[config.mk]
export PLATFORM = sky130hd
export DESIGN_NAME = typed_value_byte_serializer_core
export DESIGN_NICKNAME = d
export VERILOG_FILES = /design/src/hw/rtl/tvbs_pkg.sv /design/src/hw/rtl/typed_value_byte_serializer_core.sv
export SDC_FILE = /design/constraint.sdc
export NUM_CORES = 1
export LEC_CHECK = 0
export ABC_AREA = 1
export BUFFER_PORTS_ARGS = -buffer_cell sky130_fd_sc_hd__buf_2
export CAP_MARGIN = 5
export CORE_ASPECT_RATIO = 0.8
export CORE_MARGIN = 5
export CORE_UTILIZATION = 50
export DETAILED_ROUTE_END_ITERATION = 8
export GPL_TIMING_DRIVEN = 1
export HOLD_SLACK_MARGIN = 0.1
export PLACE_DENSITY = 0.68
export SETUP_SLACK_MARGIN = 0.2
export SYNTH_ARGS = -nofsm -noshare
export SYNTH_HDL_FRONTEND = slang
export SYNTH_SLANG_ARGS = --single-unit
[constraint.sdc]
create_clock -name clk -period 6.9 [get_ports clk]
set_input_delay 0.345 -clock clk [delete_from_list [all_inputs] [get_ports clk]]
set_output_delay 0.345 -clock clk [all_outputs]
set_load 0.01 [all_outputs]
[src/hw/rtl/tvbs_pkg.sv]
package tvbs_pkg;

    typedef enum logic [1:0] {
        TYPE_BYTE   = 2'd0,
        TYPE_BOOL   = 2'd1,
        TYPE_INT    = 2'd2,
        TYPE_DOUBLE = 2'd3
    } req_type_t;

    localparam int FRAC_W = 52;
    localparam int SHIFT_W = 6;

    // Normalising shift of a subnormal fraction: distance to move the top set bit
    // of the fraction up to the hidden-bit position (bit 52).
    function automatic logic [SHIFT_W-1:0] frac_norm_shift(input logic [FRAC_W-1:0] frac);
        logic [SHIFT_W-1:0] s;
        s = '0;
        for (int i = 0; i < FRAC_W; i++) begin
            if (frac[i]) begin
                s = SHIFT_W'(FRAC_W - i);
            end
        end
        return s;
    endfunction

endpackage

[src/hw/rtl/typed_value_byte_serializer_core.sv]
// Channel   Dir  tdata                 tuser            tlast
// s_axis    in   value[63:0]           req_type[1:0]    -
// m_axis    out  out_byte[7:0]         not_finite       last_byte
//
// Three register stages: input, exponent/shift decode, result word.
// The first byte leaves from the result stage after the input and decode stages.
// An item leaves the byte-wide output as 1 (byte, boolean), 4 (integer)
// or 8 (double) bytes; that output register sets the sustained rate.
// Reset clears the valid bits and the byte index; a stalled output backs up the stages in turn.
module typed_value_byte_serializer_core (
    input  logic                      clk,
    input  logic                      rst_n,
    input  logic                      s_axis_tvalid,
    output logic                      s_axis_tready,
    input  logic [63:0]               s_axis_tdata,   // [63:0] value
    input  tvbs_pkg::req_type_t       s_axis_tuser,   // [1:0] req_type
    output logic                      m_axis_tvalid,
    input  logic                      m_axis_tready,
    output logic [7:0]                m_axis_tdata,   // [7:0] out_byte
    output logic                      m_axis_tuser,   // [0] not_finite
    output logic                      m_axis_tlast
);
    import tvbs_pkg::*;

    localparam logic [11:0] EXP_BIAS     = 12'd1022;
    localparam logic [11:0] EXP_SUB_BASE = 12'hC03;   // -1021
    localparam logic [53:0] ROUND_HALF   = 54'h400000;

    // input stage
    logic               s0_valid_reg;
    req_type_t          s0_type_reg;
    logic [63:0]        s0_value_reg;

    // decode stage
    logic               s1_valid_reg;
    req_type_t          s1_type_reg;
    logic [31:0]        s1_low_reg;
    logic               s1_neg_reg;
    logic               s1_bad_reg;
    logic               s1_zero_reg;
    logic               s1_sub_reg;
    logic [51:0]        s1_frac_reg;
    logic [10:0]        s1_bexp_reg;
    logic [SHIFT_W-1:0] s1_shift_reg;

    // result stage
    logic               s2_valid_reg;
    logic [63:0]        s2_word_reg;
    logic [2:0]         s2_idx_reg;
    logic               s2_bad_reg;

    logic               in_accept;
    logic               out_xfer;
    logic               out_done;
    logic               s2_load;
    logic               s1_load;

    logic [52:0]        sig;
    logic [53:0]        rnd;
    logic [31:0]        mag;
    logic [31:0]        mant;
    logic [11:0]        exp12;
    logic [63:0]        word_next;
    logic [2:0]         idx_next;
    logic               bad_next;

    assign out_xfer  = s2_valid_reg && m_axis_tready;
    assign out_done  = out_xfer && (s2_idx_reg == 3'd0);
    assign s2_load   = s1_valid_reg && (!s2_valid_reg || out_done);
    assign s1_load   = s0_valid_reg && (!s1_valid_reg || s2_load);
    assign s_axis_tready = !s0_valid_reg || s1_load;
    assign in_accept = s_axis_tvalid && s_axis_tready;

    always_ff @(posedge clk or negedge rst_n) begin
        if (!rst_n) begin
            s0_valid_reg <= 1'b0;
            s1_valid_reg <= 1'b0;
            s2_valid_reg <= 1'b0;
            s2_idx_reg   <= 3'd0;
        end
        else begin
            if (in_accept) begin
                s0_valid_reg <= 1'b1;
            end
            else if (s1_load) begin
                s0_valid_reg <= 1'b0;
            end

            if (s1_load) begin
                s1_valid_reg <= 1'b1;
            end
            else if (s2_load) begin
                s1_valid_reg <= 1'b0;
            end

            if (s2_load) begin
                s2_valid_reg <= 1'b1;
                s2_idx_reg   <= idx_next;
            end
            else if (out_done) begin
                s2_valid_reg <= 1'b0;
            end
            else if (out_xfer) begin
                s2_idx_reg <= s2_idx_reg - 3'd1;
            end
        end
    end

    always_ff @(posedge clk) begin
        if (in_accept) begin
            s0_type_reg  <= s_axis_tuser;
            s0_value_reg <= s_axis_tdata;
        end
        if (s1_load) begin
            s1_type_reg  <= s0_type_reg;
            s1_low_reg   <= s0_value_reg[31:0];
            s1_neg_reg   <= s0_value_reg[63];
            s1_bexp_reg  <= s0_value_reg[62:52];
            s1_frac_reg  <= s0_value_reg[51:0];
            s1_bad_reg   <= (s0_value_reg[62:52] == 11'h7FF);
            s1_sub_reg   <= (s0_value_reg[62:52] == 11'h000);
            s1_zero_reg  <= (s0_value_reg[62:0] == 63'd0);
            s1_shift_reg <= frac_norm_shift(s0_value_reg[51:0]);
        end
        if (s2_load) begin
            s2_word_reg <= word_next;
            s2_bad_reg  <= bad_next;
        end
    end

    // mantissa: top 30 bits of the normalised significand, rounded half up on magnitude
    always_comb begin
        if (s1_sub_reg) begin
            sig = {1'b0, s1_frac_reg} << s1_shift_reg;
        end
        else begin
            sig = {1'b1, s1_frac_reg};
        end
        rnd  = {1'b0, sig} + ROUND_HALF;
        mag  = {1'b0, rnd[53:23]};
        mant = s1_neg_reg ? (32'd0 - mag) : mag;
        if (s1_sub_reg) begin
            exp12 = EXP_SUB_BASE - {6'd0, s1_shift_reg};
        end
        else begin
            exp12 = {1'b0, s1_bexp_reg} - EXP_BIAS;
        end
    end

    always_comb begin
        word_next = '0;
        idx_next  = 3'd0;
        bad_next  = 1'b0;
        unique case (s1_type_reg)
            TYPE_BYTE: begin
                word_next = {56'd0, s1_low_reg[7:0]};
            end
            TYPE_BOOL: begin
                word_next = {63'd0, s1_low_reg[0]};
            end
            TYPE_INT: begin
                word_next = {32'd0, s1_low_reg};
                idx_next  = 3'd3;
            end
            TYPE_DOUBLE: begin
                idx_next = 3'd7;
                bad_next = s1_bad_reg;
                if (!s1_bad_reg && !s1_zero_reg) begin
                    word_next = {mant, {20{exp12[11]}}, exp12};
                end
            end
            default: begin
                word_next = '0;
            end
        endcase
    end

    assign m_axis_tvalid = s2_valid_reg;
    assign m_axis_tdata  = s2_word_reg[{s2_idx_reg, 3'b000} +: 8];
    assign m_axis_tuser  = s2_bad_reg;
    assign m_axis_tlast  = (s2_idx_reg == 3'd0);

    // a byte taken that is not the last moves on to the next lower byte
    a_byte_step: assert property (@(posedge clk) disable iff (!rst_n)
        (m_axis_tvalid && m_axis_tready && !m_axis_tlast)
        |=> (m_axis_tvalid && s2_idx_reg == $past(s2_idx_reg) - 3'd1))
        else $error("serializer skipped or dropped a byte");

    // flag holds across all bytes of one run
    a_flag_run: assert property (@(posedge clk) disable iff (!rst_n)
        (m_axis_tvalid && !m_axis_tlast) |=> (m_axis_tuser == $past(m_axis_tuser)))
        else $error("not_finite changed inside a run");

    // a decoded item that cannot move on is kept
    a_s1_hold: assert property (@(posedge clk) disable iff (!rst_n)
        (s1_valid_reg && !s2_load) |=> s1_valid_reg)
        else $error("decode stage lost an item");

    // an item entering the output stage starts at a legal byte count
    a_run_len: assert property (@(posedge clk) disable iff (!rst_n)
        s2_load |=> (s2_idx_reg == 3'd0 || s2_idx_reg == 3'd3 || s2_idx_reg == 3'd7))
        else $error("illegal run length");

endmodule

==> flow_summary.json <==
{
  "rr_worst_depth": 29,
  "drtIter0Drc": 1247,
  "cap_violations": 0,
  "syn_area_um2": 13200,
  "final-seq-area_um2": 6340,
  "final_cells": 2090,
  "cts_setup_buffers": 0,
  "async_flop_share_pct": 2.83,
  "detail_route.vias_per_cell": 5.51,
  "synth_cell_type_count": 63,
  "fin_crit_ps": 5150,
  "yosysSeqAreaShare_pct": 47.9,
  "r2r_start": "s1_shift_reg[1]$_SDFFCE_PP0P_",
  "cts_sinks": 212,
  "power_switching_uw": 3550,
  "vdd.ir_drop.worst_uv": 266,
  "power_frac_clock_pct": 17.5,
  "fin_tns_setup_ps": 0,
  "clk_latency_ps": 530,
  "r2r_setup_slack_ps": 1750,
  "n_antenna_cell": 0,
  "finalClockSkew_ps": 27.1,
  "internal_power_uw": 3870,
  "layout.nets": 1794,
  "core_um2": 26200,
  "grt_pass1_vias": 10800,
  "cts.path.max_buffers": 3,
  "critPathMostFrequentCell": "o21ai_1",
  "multi_input_area_um2": 5730,
  "die_h_um": 155,
  "final_max_slew_viol_count": 0,
  "syn_inst": 1601,
  "rsz0062_at_grt": "false",
  "vias": 11500,
  "setup.worst_path.end_class": "flip-flop",
  "r2r_end": "s2_word_reg[58]$_DFFE_PP_",
  "finalHoldViolCount": 0,
  "portBuffers": 81,
  "antenna_left": 0,
  "dp_hpwl_um": 30700,
  "setup_viol": 0,
  "p_per_area_nw_per_um2": 485,
  "htreeDepth": 1,
  "gr-total-overflow": 0,
  "swShare_pct": 47.8,
  "crit_slowest_cell": "inv_2",
  "die_w_um": 192,
  "synth_edf_count": 206,
  "pre_cts_slack_ps": 1790,
  "cp.arrival_ps": 5410,
  "syn_avg_cell_area_um2": 8.26,
  "yosysWarnings": 0,
  "critPathLaunchType": "flip-flop",
  "final_common_cell": "nand2_1",
  "critPathKind": "reg -> reg",
  "grt_pass1_wl_um": 62600,
  "synth_nets": 1678,
  "outcome": "finished, final reports clean",
  "mostFrequentLayoutCells": "381 x nand2_1, 206 x edfxtp_1, 172 x inv_1",
  "cp_max_fo": 35,
  "critPathMaxStageDelay_ps": 450,
  "period_share_pct": 74.7,
  "p_comb_share_pct": 51.4,
  "layout_setup_ws_ps": 1750,
  "ys_ff_latch": 212,
  "synth-main-ff-cell": "edfxtp_1",
  "fmax_mhz": 194,
  "wl_per_cell_um": 19.4,
  "grt_usage_pct": 27.3,
  "tightest_slew_ps": 1110,
  "dr.pass1.iters": 6,
  "fillers": 2346,
  "synth_area_leaders": "edfxtp_1 47%, nand2_1 11%, o21ai_0 5.2%, inv_1 4.9%, nor2_1 4.3%",
  "drive_gt1_share_pct": 12.8,
  "row_count": 53,
  "place_congestion": 0.998,
  "yosysTopAreaCell": "edfxtp_1",
  "pin_count": 82,
  "grt_max_degree": 58,
  "cts_tree": "built",
  "cts_made_buffers": 22,
  "antenna_found_initial": 1,
  "cp.required_ps": 7160,
  "die-area_um2": 29800,
  "hold_class": "in -> async",
  "slew_headroom_pct": 25.5,
  "cts_root_buf": "clkbuf_16",
  "wirelength_um": 40600,
  "drc": 0,
  "dp.cells": 1982,
  "sequentialPowerShare_pct": 31.1,
  "start_util_pct": 50.5,
  "yosysTopAreaCellShare_pct": 46.8,
  "clk_pin_slew_ps": 70,
  "syn_to_final_growth_pct": 15.5,
  "p_leak_uw": 0.00623
}
[power by group through the flow]
| stage | Clock [uW] | Sequential [uW] | Combinational, uW |
|---|---|---|---|
| final | 1290 | 2310 | 3810 |
| after global routing | 1370 | 2350 | 4210 |
| after floorplan | 0 | 2190 | 2740 |
| after detailed placement | 0 | 2330 | 3700 |
| after CTS | 1310 | 2300 | 3750 |
| after global placement | 0 | 2320 | 3680 |
[worst max-delay path by stage]
stage | from | endpoint | slack (ps) | cells after the start
2_1_floorplan | s2_idx_reg[1]$_DFFE_PN0P_ | s2_idx_reg[0]$_DFFE_PN0P_ | 2100 | 11
3_3_place_gp | s1_shift_reg[1]$_SDFFCE_PP0P_ | s2_word_reg[62]$_DFFE_PP_ | 1930 | 28
3_5_place_dp | s1_shift_reg[1]$_SDFFCE_PP0P_ | s2_word_reg[58]$_DFFE_PP_ | 1790 | 29
4_1_cts | s1_shift_reg[1]$_SDFFCE_PP0P_ | s2_word_reg[58]$_DFFE_PP_ | 1760 | 29
5_1_grt | s1_shift_reg[1]$_SDFFCE_PP0P_ | s2_word_reg[63]$_DFFE_PP_ | 1170 | 31
6_report | s1_shift_reg[1]$_SDFFCE_PP0P_ | s2_word_reg[58]$_DFFE_PP_ | 1750 | 29
[cell type report]
type	count	share of cell area, %
clock buffers	26	3.84
flip-flops and latches	212	41.5
multi-input cells	1112	37.5
clock inverters	14	1.31
inverters	203	5.00
well taps	357	2.92
repair buffers	166	7.94
[what timing repair did]
item / CTS / global route
hold buffers: 68 / 0
endpoints found under the hold margin: 73 / 0
resized for setup: 0 / 0
[logic make-up after synthesis]
group	count (synthesis)	synth area share (%)
AOI/OAI and AO/OA	391	17.3
buffers and inverters	277	8.81
DFF	212	47.9
and+or+nand+nor	669	22.1
muxes	20	1.51
xor gates and xnor gates	25	1.77
adders and majority gates	7	0.662
[Yosys cell counts (12+ instances only)]
| master | count |
|---|---|
| o21ai_0 | 138 |
| edfxtp_1 | 206 |
| clkbuf_1 | 34 |
| a21oi_1 | 43 |
| mux2i_1 | 20 |
| o22ai_1 | 18 |
| a31oi_1 | 12 |
| buf_2 | 18 |
| nor3_1 | 34 |
| xor2_1 | 15 |
| nand4_1 | 13 |
| inv_1 | 174 |
| inv_2 | 22 |
| nand3_1 | 38 |
| nor2_1 | 150 |
| o21ai_1 | 101 |
| nand2_1 | 381 |
| o21ai_2 | 17 |
| o221ai_1 | 13 |
[per-stage QoR]
step,hold slack (ps),util (%),power (uW),instance area (um^2)
2_1_floorplan,49.4,-,4920,13200
3_3_place_gp,177,52.7,6000,13800
3_5_place_dp,183,52.7,6030,13800
4_1_cts,165,58.3,7360,15300
5_1_grt,186,58.3,7930,15300
6_report,171,58.3,7410,15300
[critical path: cells and delay by family (launching register included)]
kind | cells | cell delay (ps)
adder cells (fa/ha/maj) | 2 | 410
AO/OA/AOI/OAI | 8 | 1000
XOR/XNOR | 1 | 290
flip-flops | 1 | 350
AND/OR/NAND/NOR | 9 | 1280
multiplexers | 1 | 290
buffers and inverters | 8 | 1250
[routing by layer]
layer	GRT usage, %	vias up	share of wire (%)
li1	-	5695	-
met4	7.18	0	3.2
met2	40.9	473	42
met1	39.0	5273	44
met5	0	-	0
met3	7.92	71	10
No activity file was read; power rests on OpenSTA's default activity.
